### src/design/hsc_pkg.sv
// ----------------------------------------------------------------------------
// hsc_pkg: shared types and tables for the Hamming SEC codec
// Width codes, opcodes, status codes, per-mode masks and the fixed codeword
// position of every data bit.
// ----------------------------------------------------------------------------
package hsc_pkg;

  localparam int unsigned DATA_W  = 64;
  localparam int unsigned CHECK_W = 7;
  localparam int unsigned SEL_W   = 3;

  typedef logic [DATA_W-1:0]  data_t;
  typedef logic [CHECK_W-1:0] check_t;

  typedef enum logic [SEL_W-1:0] {
    WSEL_8  = 3'd0,
    WSEL_12 = 3'd1,
    WSEL_16 = 3'd2,
    WSEL_24 = 3'd3,
    WSEL_32 = 3'd4,
    WSEL_48 = 3'd5,
    WSEL_64 = 3'd6
  } wsel_t;

  typedef enum logic {
    OP_ENCODE = 1'b0,
    OP_DECODE = 1'b1
  } opcode_t;

  typedef enum logic [1:0] {
    ST_CLEAN     = 2'd0,
    ST_CORRECTED = 2'd1,
    ST_RANGE     = 2'd2
  } status_t;

  // codeword position of each data bit; independent of the width mode
  typedef check_t pos_tab_t [DATA_W];

  function automatic pos_tab_t build_pos();
    pos_tab_t t;
    int       k;
    k = 0;
    for (int p = 3; p < 128; p++) begin
      if (((p & (p - 1)) != 0) && (k < DATA_W)) begin
        t[k] = CHECK_W'(p);
        k++;
      end
    end
    return t;
  endfunction

  localparam pos_tab_t DATA_POS = build_pos();

  // unsupported code saturates to the 64-bit mode
  function automatic data_t mode_dmask(logic [SEL_W-1:0] sel);
    data_t m;
    case (wsel_t'(sel))
      WSEL_8:  m = data_t'({8{1'b1}});
      WSEL_12: m = data_t'({12{1'b1}});
      WSEL_16: m = data_t'({16{1'b1}});
      WSEL_24: m = data_t'({24{1'b1}});
      WSEL_32: m = data_t'({32{1'b1}});
      WSEL_48: m = data_t'({48{1'b1}});
      default: m = '1;
    endcase
    return m;
  endfunction

  function automatic check_t mode_cmask(logic [SEL_W-1:0] sel);
    check_t m;
    case (wsel_t'(sel))
      WSEL_8:  m = 7'h0f;
      WSEL_12: m = 7'h1f;
      WSEL_16: m = 7'h1f;
      WSEL_24: m = 7'h1f;
      WSEL_32: m = 7'h3f;
      WSEL_48: m = 7'h3f;
      default: m = 7'h7f;
    endcase
    return m;
  endfunction

  // codeword length n = data bits + check bits
  function automatic check_t mode_len(logic [SEL_W-1:0] sel);
    check_t n;
    case (wsel_t'(sel))
      WSEL_8:  n = 7'd12;
      WSEL_12: n = 7'd17;
      WSEL_16: n = 7'd21;
      WSEL_24: n = 7'd29;
      WSEL_32: n = 7'd38;
      WSEL_48: n = 7'd54;
      default: n = 7'd71;
    endcase
    return n;
  endfunction

endpackage

### src/design/hamming_sec_codec_selectable_width.sv
// ----------------------------------------------------------------------------
// hamming_sec_codec_selectable_width: pipelined Hamming SEC encoder/decoder
// Encodes data into check bits or decodes and corrects one bit, for data
// widths of 8 to 64 bits chosen by a configuration register.
// ----------------------------------------------------------------------------
//  Channel | Handshake             | Payload
//  --------+-----------------------+-------------------------------------------
//  in      | in_valid / in_ready   | in_opcode, in_data_in, in_check_in
//  out     | out_valid / out_ready | out_data_out, out_check_out, out_syndrome,
//          |                       | out_status
//  cfg     | cfg_wr_en             | cfg_wr_data (width select)
//
//  Three register stages: mask, parity tree, syndrome and correction.
//  A request passes the mask, parity and output registers in order before it
//  shows on out_valid; one request per cycle is sustained, limited by
//  nothing but the output handshake.
//  A stall at the output holds every stage; empty stages still fill.
//  Synchronous reset clears stage valids and selects the 8-bit mode.
// ----------------------------------------------------------------------------
module hamming_sec_codec_selectable_width
  import hsc_pkg::*;
(
  input  logic               clk,
  input  logic               rst_n,
  input  logic               cfg_wr_en,
  input  logic [SEL_W-1:0]   cfg_wr_data,
  input  logic               in_valid,
  output logic               in_ready,
  input  logic               in_opcode,
  input  logic [DATA_W-1:0]  in_data_in,
  input  logic [CHECK_W-1:0] in_check_in,
  output logic               out_valid,
  input  logic               out_ready,
  output logic [DATA_W-1:0]  out_data_out,
  output logic [CHECK_W-1:0] out_check_out,
  output logic [CHECK_W-1:0] out_syndrome,
  output logic [1:0]         out_status
);

  logic [SEL_W-1:0] wsel_r;

  logic en1, en2, en3;

  // stage 1: masked inputs
  logic    s1_valid_r;
  opcode_t s1_op_r;
  data_t   s1_data_r;
  check_t  s1_chk_r, s1_cmask_r, s1_len_r;

  // stage 2: parity
  logic    s2_valid_r;
  opcode_t s2_op_r;
  data_t   s2_data_r;
  check_t  s2_chk_r, s2_acc_r, s2_len_r;
  check_t  acc_nxt;

  // stage 3: output register
  logic    out_valid_r;
  data_t   out_data_r, data_nxt;
  check_t  out_check_r, check_nxt;
  check_t  out_synd_r, synd_nxt;
  status_t out_status_r, status_nxt;

  assign en3      = !out_valid_r || out_ready;
  assign en2      = !s2_valid_r || en3;
  assign en1      = !s1_valid_r || en2;
  assign in_ready = en1;

  always_ff @(posedge clk) begin
    if (!rst_n) begin
      wsel_r      <= SEL_W'(WSEL_8);
      s1_valid_r  <= 1'b0;
      s2_valid_r  <= 1'b0;
      out_valid_r <= 1'b0;
    end else begin
      if (cfg_wr_en) begin
        wsel_r <= cfg_wr_data;
      end
      if (en1) begin
        s1_valid_r <= in_valid;
      end
      if (en2) begin
        s2_valid_r <= s1_valid_r;
      end
      if (en3) begin
        out_valid_r <= s2_valid_r;
      end
    end
  end

  // stage 1
  always_ff @(posedge clk) begin
    if (en1) begin
      s1_op_r    <= opcode_t'(in_opcode);
      s1_data_r  <= in_data_in & mode_dmask(wsel_r);
      s1_chk_r   <= in_check_in & mode_cmask(wsel_r);
      s1_cmask_r <= mode_cmask(wsel_r);
      s1_len_r   <= mode_len(wsel_r);
    end
  end

  // XOR of the positions of all set data bits
  always_comb begin
    acc_nxt = '0;
    for (int k = 0; k < DATA_W; k++) begin
      if (s1_data_r[k]) begin
        acc_nxt = acc_nxt ^ DATA_POS[k];
      end
    end
    acc_nxt = acc_nxt & s1_cmask_r;
  end

  always_ff @(posedge clk) begin
    if (en2) begin
      s2_op_r   <= s1_op_r;
      s2_data_r <= s1_data_r;
      s2_chk_r  <= s1_chk_r;
      s2_acc_r  <= acc_nxt;
      s2_len_r  <= s1_len_r;
    end
  end

  // stage 3: syndrome, range check, single-bit flip
  always_comb begin
    data_nxt   = s2_data_r;
    check_nxt  = s2_acc_r;
    synd_nxt   = '0;
    status_nxt = ST_CLEAN;
    if (s2_op_r == OP_DECODE) begin
      check_nxt = s2_chk_r;
      synd_nxt  = s2_acc_r ^ s2_chk_r;
      if (synd_nxt != '0) begin
        if (synd_nxt > s2_len_r) begin
          status_nxt = ST_RANGE;
        end else begin
          status_nxt = ST_CORRECTED;
          if ((synd_nxt & (synd_nxt - 1'b1)) == '0) begin
            check_nxt = s2_chk_r ^ synd_nxt;
          end else begin
            // positions above n never match here, so only live bits flip
            for (int k = 0; k < DATA_W; k++) begin
              if (DATA_POS[k] == synd_nxt) begin
                data_nxt[k] = ~s2_data_r[k];
              end
            end
          end
        end
      end
    end
  end

  always_ff @(posedge clk) begin
    if (en3) begin
      out_data_r   <= data_nxt;
      out_check_r  <= check_nxt;
      out_synd_r   <= synd_nxt;
      out_status_r <= status_nxt;
    end
  end

  assign out_valid     = out_valid_r;
  assign out_data_out  = out_data_r;
  assign out_check_out = out_check_r;
  assign out_syndrome  = out_synd_r;
  assign out_status    = out_status_r;

endmodule

### config.mk
export PLATFORM = sky130hd
export DESIGN_NAME = hamming_sec_codec_selectable_width
export DESIGN_NICKNAME = d
export VERILOG_FILES = /design/src/design/hsc_pkg.sv /design/src/design/hamming_sec_codec_selectable_width.sv
export SDC_FILE = /design/constraint.sdc
export NUM_CORES = 1
export LEC_CHECK = 0
export BUFFER_PORTS_ARGS = -buffer_cell sky130_fd_sc_hd__buf_2
export CAP_MARGIN = 10
export CORE_UTILIZATION = 40
export CTS_CLUSTER_DIAMETER = 100
export CTS_CLUSTER_SIZE = 20
export DETAILED_ROUTE_END_ITERATION = 12
export GPL_TIMING_DRIVEN = 0
export PLACE_DENSITY = 0.56
export SLEW_MARGIN = 25
export SYNTH_ARGS = -nofsm -noshare
export SYNTH_HDL_FRONTEND = slang
export SYNTH_SLANG_ARGS = --single-unit
export TNS_END_PERCENT = 100
### constraint.sdc
create_clock -name clk -period 3.8 [get_ports clk]
set_input_delay 0.38 -clock clk [delete_from_list [all_inputs] [get_ports clk]]
set_output_delay 0.38 -clock clk [all_outputs]
set_load 0.1 [all_outputs]
## Word-level counts from Yosys, hierarchy flattened

Cells that the tools add are included.
W data, S select, Z words.

- Add/subtract/negate cells: 1
- Magnitude comparators: 1
- Equality and inequality tests: 69
- Multiplexer cells: 142
- Bitwise gates (word level): 133
- Reductions and logical operators: 12

Operators with widths:

| cell | count |
|---|---|
| $pmux W64 S6 | 1 |
| $mux W64 | 5 |
| $eq A6 B7 Y1 const A | 31 |
| $mux W6 | 31 |
| $eq A5 B7 Y1 const A | 15 |
| $mux W7 | 12 |
| $mux W5 | 15 |
| $not A3 Y3 | 23 |
| $and A64 B64 Y64 | 1 |
| $mux W1 | 64 |
| $not A1 Y1 | 64 |
| $not A4 Y4 | 16 |
| $eq A4 B7 Y1 const A | 7 |
| $eq A7 B7 Y1 const A | 7 |
| $pmux W7 S6 | 1 |
| $not A2 Y2 | 17 |
| $not A5 Y5 | 6 |
| $mux W4 | 7 |
| $and A7 B7 Y7 | 3 |
| $eq A3 B7 Y1 const A | 3 |
| $pmux W7 S3 | 1 |
| $xor A7 B7 Y7 | 2 |
| $mux W3 | 3 |
| $eq A2 B7 Y1 const A | 1 |
| other kinds (15) | 22 |

- Register bits: 258
- Input port bits: 80
- Output and inout bits: 82
- Word-level logic and storage cells: 376

## Longest topological paths before layout

Gate-level depths: netlist of the first run.

- Depth in word-level cells: 128
- Gate-level depth with buffers: 11
- Gate-level depth less buffers: 9

## Least setup slack after synthesis of the first run

OpenSTA, ideal clock, no wires.

- Kind: flip-flop to flip-flop
- Start: register out_valid_r, in the netlist out_valid
- End: register s1_chk_r[0] (enable)
- Library setup time: 1.289 ns
- Data arrival time: 3.815 ns
- Data required time: 2.511 ns
- Slack: -1.304 ns
- Cell stages (with the launch flop): 3
- Buffers on the path: 0
- Period minus slack after synthesis: 5.104 ns
- Cell sequence: dfxtp_1 nor2b_1 nand3_1

- Word-level cells in the longest chain between the ends: 4

RTL lines:

| what | RTL line | text |
|---|---|---|
| start, declared | hamming_sec_codec_selectable_width.sv:58 | `logic out_valid_r;` |
| start signal, assigned | hamming_sec_codec_selectable_width.sv:86 | `out_valid_r <= s2_valid_r;` |
| $logic_not A1 Y1 | hamming_sec_codec_selectable_width.sv:64 | `assign en3 = !out_valid_r \|\| out_ready;` |
| $logic_or A1 B1 Y1 | hamming_sec_codec_selectable_width.sv:64 |  |
| $logic_or A1 B1 Y1 | hamming_sec_codec_selectable_width.sv:65 | `assign en2 = !s2_valid_r \|\| en3;` |
| $logic_or A1 B1 Y1 | hamming_sec_codec_selectable_width.sv:66 | `assign en1 = !s1_valid_r \|\| en2;` |
| via in_ready | hamming_sec_codec_selectable_width.sv:28 | `output logic in_ready,` |
| end signal, assigned | hamming_sec_codec_selectable_width.sv:96 | `s1_chk_r <= in_check_in & mode_cmask(wsel_r);` |
| end, declared | hamming_sec_codec_selectable_width.sv:48 | `check_t s1_chk_r, s1_cmask_r, s1_len_r;` |

The timed path passes the listed nets, and every way through them passes these cells.
A chain may end at the register's enable or synchronous reset.

## Worst setup path after layout of the first run

- Start: register s2_chk_r[6]
- End: register out_data_r[58], in the netlist out_data_out[58] (data pin)

- Word-level cells in the longest chain between the ends: 8
- Elaborated cells on any way between the ends: 12
- Those cells by class: add/sub (1); order compare (1); eq/ne (1); mux (5); bitwise (2); reduce/logical (2)

RTL lines:

| what | RTL line | text |
|---|---|---|
| start, declared | hamming_sec_codec_selectable_width.sv:54 | `check_t s2_chk_r, s2_acc_r, s2_len_r;` |
| start signal, assigned | hamming_sec_codec_selectable_width.sv:117 | `s2_chk_r <= s1_chk_r;` |
| $xor A7 B7 Y7 (*) | hamming_sec_codec_selectable_width.sv:131 | `synd_nxt = s2_acc_r ^ s2_chk_r;` |
| $sub A7 B1 Y7 | hamming_sec_codec_selectable_width.sv:137 | `if ((synd_nxt & (synd_nxt - 1'b1)) == '0) begin` |
| $and A7 B7 Y7 | hamming_sec_codec_selectable_width.sv:137 |  |
| $logic_not A7 Y1 | hamming_sec_codec_selectable_width.sv:137 |  |
| $mux W64 | hamming_sec_codec_selectable_width.sv:137 |  |
| $mux W64 | hamming_sec_codec_selectable_width.sv:133 | `if (synd_nxt > s2_len_r) begin` |
| $mux W64 (*) | hamming_sec_codec_selectable_width.sv:132 | `if (synd_nxt != '0) begin` |
| $mux W64 (*) | hamming_sec_codec_selectable_width.sv:129 | `if (s2_op_r == OP_DECODE) begin` |
| via data_nxt[58] | hamming_sec_codec_selectable_width.sv:59 | `data_t out_data_r, data_nxt;` |
| end signal, assigned | hamming_sec_codec_selectable_width.sv:154 | `out_data_r <= data_nxt;` |
| end, declared | hamming_sec_codec_selectable_width.sv:59 |  |

The timed path passes the listed nets; every way through them passes the cells marked *.

==> results_dict.tcl, run 1 <==
set metrics [dict create \
    regToRegSetupSlack_ns 0.19 \
    fin_total_pwr_mw 7.64 \
    synth-edff-count 246 \
    syn_area_mm2 0.0110 \
    r2r-end "out_data_out[58]$_DFFE_PP_" \
    maxCapViolCount 0 \
    worst_slew_pin_slew_ns 0.980 \
    yosys-top-cells-area "edfxtp_1 (67%), xnor2_1 (8.1%), xor2_1 (6.9%), nor3_1 (2.9%), nand2_1 (2.5%)" \
    first_pass_iters 5 \
    setup_viol_count_final 0 \
    outcome "completed" \
    finClkSkew_ns 0.0116 \
    cts-buffers-inserted 16 \
    grt_overflow 0 \
    vias_per_cell 4.80 \
    hold_viol_final 0 \
    grt_setup_unrepaired "no" \
    gp_congestion 0.913 \
    start_util_pct 40.9 \
    yosysSeqAreaShare_pct 68.2 \
    cts_root_buffer "clkbuf_16" \
    grt_first_pass_wirelength_um 38500 \
    wirelength_um 26300 \
    period_share_pct 95.0 \
    synth_seq_cells 252 \
    vias 6264 \
    required_ns 4.01 \
    area_growth_pct 16.5 \
    dieArea_mm2 0.0282 \
    synth_area_leader_cell "edfxtp_1" \
    dp.cells 1283 \
    timing.final.max_slew_violations 0 \
    grt_pass1_vias 6237 \
    synth.distinct_cells 36 \
    die_y_um 168 \
    yosysTopAreaCellShare_pct 67.1 \
    ys.flop_type "edfxtp_1" \
    fmaxAchievable_mhz 277 \
    ys_async_sr_fraction_pct 0 \
    avgSynthCellArea_um2 14.2 \
    portBuffers 161 \
    hold_class "input pin to register" \
    antenna_found_initial 1 \
    nNetsFinal 1052 \
    reg2regPathDepth 11 \
    end_kind "register" \
    cp.arrival_ns 3.82 \
    ir_drop_mv 0.278 \
    ioPinCount 162 \
    syn-num-nets 869 \
    utilization_pct 47.6 \
    clkSinkCount 252 \
    clkTransAtPathRegs_ns 0.08 \
    yosysMostFrequentCell "edfxtp_1" \
    cts_max_level 1 \
    yosysWarnings 0 \
    ant_nets 0 \
    power_density_mw_per_mm2 596 \
    relSlewSlack_pct 34.5 \
    coreArea_mm2 0.0270 \
    crit_path_end "out_data_out[58]$_DFFE_PP_" \
    stdcell_count 1305 \
    drive_gt1_share_pct 21.2 \
    min_period_ns 3.61 \
    syn_inst 777 \
    synth_common_cells "edfxtp_1 (246), xnor2_1 (102), xor2_1 (87), nand2_1 (74), nor3_1 (64)" \
    drt_iter0_drc 519 \
    clk-insertion-delay-late_ns 0.49 \
    die_w_um 168 \
    p_leak_nw 5.51 \
    worst-setup-path-type "register to register" \
    wl_per_cell_um 20.1 \
    grt_max_degree 57 \
    antenna_cells 0 \
    row_count 60 \
    place_hpwl_um 19700 \
    gr-usage-all-layers_pct 18.7 \
    critPathLaunch "s2_chk_r[6]$_DFFE_PP_" \
    cp_max_fo 10 \
    cts_max_path_buffers 3 \
    critPathLaunchType "register" \
    drcViolationCount 0 \
    worstReg2RegStart "s2_chk_r[6]$_DFFE_PP_" \
    cts_tree "built" \
]
## per-stage QoR
step | hold slack [ns] | worst slack [ns] | instance area (um^2) | TNS (ns)
finish | 0.0718 | 0.191 | 12800 | 0
global route | 0.0527 | 0.00811 | 12800 | 0
detailed placement | 0.405 | 0.0454 | 12400 | 0
CTS | 0.0528 | 0.0345 | 12800 | 0
global placement | 0.401 | -0.425 | 12300 | -35.92
floorplan | 0.400 | 0.106 | 11000 | 0
## placed cells by master (no fill, tap or decap), types with 12 or more instances in the layout
cell type,n
edfxtp_1,246
buf_2,163
xnor2_1,102
xor2_1,84
nand2_1,73
nor3_1,64
and2_1,38
nor2b_1,36
nor2_1,25
clkbuf_1,23
clkbuf_16,17
inv_1,14
ha_1,12
## routing by layer
metal / GRT usage, % / wire length [um] / vias up
met3: 2.49 / 1370 / 25
li1: - / - / 3049
met2: 30.8 / 12400 / 198
met5: 0 / 0 / -
met1: 26.6 / 12100 / 2992
met4: 3.83 / 356 / 0
## cell type report
| cell class | instances | area [um^2] |
|---|---|---|
| repair buffers | 165 | 896 |
| multi-input cells | 484 | 3390 |
| well taps | 341 | 427 |
| flip-flops and latches | 252 | 7510 |
| clock buffers | 20 | 437 |
| fillers | 2396 | 14100 |
| inverters | 16 | 62.6 |
| plain buffers | 25 | 96.3 |
| clock inverters | 2 | 11.3 |
## worst max-delay path: stages (launching register included)
cell	delay, ns
edfxtp_1	0.41
xnor2_1	0.38
inv_2	0.12
ha_1	0.32
nand3_1	0.11
nor2_1	0.06
a21o_1	0.14
a31oi_1	0.43
clkbuf_1	0.46
buf_1	0.49
nor3_1	0.21
xor2_1	0.20
## power breakdown
group          switching, mW  total (mW)  internal (mW)
sequential             0.103        3.42           3.32
clock                  0.885        1.70          0.815
combinational           1.96        2.52          0.565
## sequential cells by signal (all words and copies together) (netlist names), 2 cells and up
name           flops
s2_len_r           7
s1_len_r           6
s2_chk_r           7
out_status         2
out_data_out      64
out_check_out      7
s1_chk_r           7
out_syndrome       7
s1_data_r         64
wsel_r             3
s1_cmask_r         2
s2_data_r         64
s2_acc_r           7
## kinds of logic after synthesis
kind of cell | synth area share, %
and+or+nand+nor | 11.4
buffers and inverters | 1.42
DFF | 68.2
muxes | 0.988
AOI/OAI and AO/OA | 1.27
xor gates and xnor gates | 15.4
adders and majority gates | 1.36
## repair_timing
action,CTS,global route
buffers inserted,0,0
hold buffers,0,0
setup endpoints to repair,0,38
gates resized for setup,0,3
## worst min path at each step
stage	depth (start not counted)	start	endpoint
final	1	in_data_in[4]	s1_data_r[4]$_DFFE_PP_
after global routing	1	in_opcode	s1_op_r$_DFFE_PP_
after CTS	1	in_data_in[4]	s1_data_r[4]$_DFFE_PP_
after detailed placement	0	s1_chk_r[2]$_DFFE_PP_	s2_chk_r[2]$_DFFE_PP_
after global placement	0	s1_chk_r[5]$_DFFE_PP_	s2_chk_r[5]$_DFFE_PP_
after floorplan	0	s1_chk_r[0]$_DFFE_PP_	s2_chk_r[0]$_DFFE_PP_
No activity file was read; power rests on OpenSTA's default activity.
==> run 2, diff against run 1 <==
--- a/config.mk
+++ b/config.mk
@@ -12,7 +12,6 @@
 export CTS_CLUSTER_SIZE = 20
 export DETAILED_ROUTE_END_ITERATION = 12
 export GPL_TIMING_DRIVEN = 0
-export PLACE_DENSITY = 0.56
 export SLEW_MARGIN = 25
 export SYNTH_ARGS = -nofsm -noshare
 export SYNTH_HDL_FRONTEND = slang
==> results_dict.tcl, run 2 (synthesis gave the netlist of run 1 again) <==
set metrics [dict create \
    outcome "completed" \
    dieArea_mm2 0.0282 \
    hold_viol_final 0 \
    nNetsFinal 1053 \
    timing.hold.ws_ns 0.0605 \
    gr-usage-all-layers_pct 18.7 \
    final_cell_mix "edfxtp_1 (246), buf_2 (163), xnor2_1 (102)" \
    path_buf_inv 2 \
    finalSetupTns_ns 0 \
    die_y_um 168 \
    clk-insertion-delay-late_ns 0.50 \
    timing.final.max_slew_violations 0 \
    min_period_ns 3.45 \
    cts_hold_buf 0 \
    grt_setup_unrepaired "no" \
    fillerInstances 2452 \
    vias_per_cell 4.82 \
    cpMaxStageDelayCell "edfxtp_1" \
    row_count 60 \
    coreArea_mm2 0.0270 \
    seqCellArea_mm2 0.00751 \
    antenna_cells 0 \
    power_density_mw_per_mm2 594 \
    antenna_found_initial 1 \
    relSlewSlack_pct 35.2 \
    grt_overflow 0 \
    multi_input_area_mm2 0.00339 \
    fmaxAchievable_mhz 290 \
    critPathLaunchType "register" \
    utilization_pct 47.6 \
    area_growth_pct 16.6 \
    wl_per_cell_um 20.0 \
    die_w_um 168 \
    crit_family "buffers and inverters" \
    ant_nets 0 \
    cts_root_buffer "clkbuf_16" \
    cp_max_fo 10 \
    crit_path_cell_trace "xor2_2 -> ha_1 -> nand3_1 -> nor2_1 -> a21o_1 -> a31oi_1 -> clkbuf_1 -> buf_1 -> nor3_1 -> xor2_1" \
    period_share_pct 90.7 \
    drt_iter0_drc 438 \
    cts_tree "built" \
    p_leak_nw 5.52 \
    end_kind "register" \
    ir_drop_mv 0.204 \
    grt_pass1_vias 6265 \
    required_ns 4.00 \
    p_switching_mw 2.92 \
    worst_slew_pin_slew_ns 0.964 \
    wirelength_um 26100 \
    cts_max_path_buffers 3 \
    finClkSkew_ns 0.0216 \
    ioPinCount 162 \
    portBuffers 161 \
    p_seq_share_pct 44.9 \
    layout_commonest_cell "edfxtp_1" \
    clkSinkCount 252 \
    cts-buffers-inserted 16 \
    gp_congestion 0.935 \
    maxCapViolCount 0 \
    grt_first_pass_wirelength_um 38500 \
    worst-setup-path-type "register to register" \
    post-route-cell-area_mm2 0.0128 \
    internal_power_mw 4.70 \
    grt_max_degree 49 \
    swShare_pct 38.3 \
    first_pass_iters 7 \
    clkTransAtPathRegs_ns 0.09 \
    clkPwrFrac_pct 22.3 \
    setup_viol_count_final 0 \
    p_comb_share_pct 32.8 \
    slowest_delay_ns 0.44 \
    cp.arrival_ns 3.65 \
    postPlaceCellArea_mm2 0.0124 \
    start_util_pct 40.9 \
    drive_gt1_share_pct 21.1 \
    hold_class "input pin to register" \
    cts_max_level 1 \
    place_hpwl_um 19900 \
    drcViolationCount 0 \
    vias 6296 \
]
run 2: worst paths after layout:
path	startpoint	end	slack (ns)	depth (start not counted)
worst max-delay path	s2_acc_r[4]$_DFFE_PP_	out_data_out[62]$_DFFE_PP_	0.35	10
worst min-delay path	in_check_in[1]	s1_chk_r[1]$_DFFE_PP_	0.06	1
worst max register to register	s2_acc_r[4]$_DFFE_PP_	out_data_out[62]$_DFFE_PP_	0.35	10
worst min register to register	s1_chk_r[4]$_DFFE_PP_	s2_chk_r[4]$_DFFE_PP_	0.42	0
run 2: timing repair:
item | CTS | global route
endpoints found under the hold margin | 0 | 0
endpoints found under the setup margin | 0 | 38
gates resized for setup | 0 | 3
setup buffers | 0 | 0
run 2: metal layers:
layer	vias up	wire length, um	GRT usage (%)
li1	3044	-	-
met1	3053	11900	26.2
met2	180	12800	31.7
met3	19	1140	2.00
met4	0	281	3.27
met5	-	0	0
run 2: layout make-up:
| type | count | share of cell area, % |
|---|---|---|
| multi-input cells | 484 | 26.4 |
| well taps | 341 | 3.32 |
| clock inverters | 1 | 0.0682 |
| plain buffers | 25 | 0.760 |
| flip-flops and latches | 252 | 58.5 |
| clock buffers | 21 | 3.43 |
| repair buffers | 166 | 7.08 |
| inverters | 16 | 0.487 |
run 2: per-stage QoR:
| step | setup WS [ns] | cells | power, mW |
|---|---|---|---|
| after detailed placement | 0.0625 | 1284 | 5.99 |
| after floorplan | 0.106 | 777 | 5.36 |
| after CTS | 0.0265 | 1306 | 7.68 |
| final | 0.354 | 1306 | 7.62 |
| after global routing | 0.110 | 1306 | 7.93 |
| after global placement | -0.413 | 1279 | 5.97 |
run 2: power by group through the flow:
stage | registers [mW] | logic [mW] | clock network (mW)
2_1_floorplan | 4.35 | 1.01 | 0
3_3_place_gp | 3.48 | 2.49 | 0
3_5_place_dp | 3.48 | 2.50 | 0
4_1_cts | 3.42 | 2.51 | 1.75
5_1_grt | 3.45 | 2.65 | 1.83
6_report | 3.42 | 2.50 | 1.70
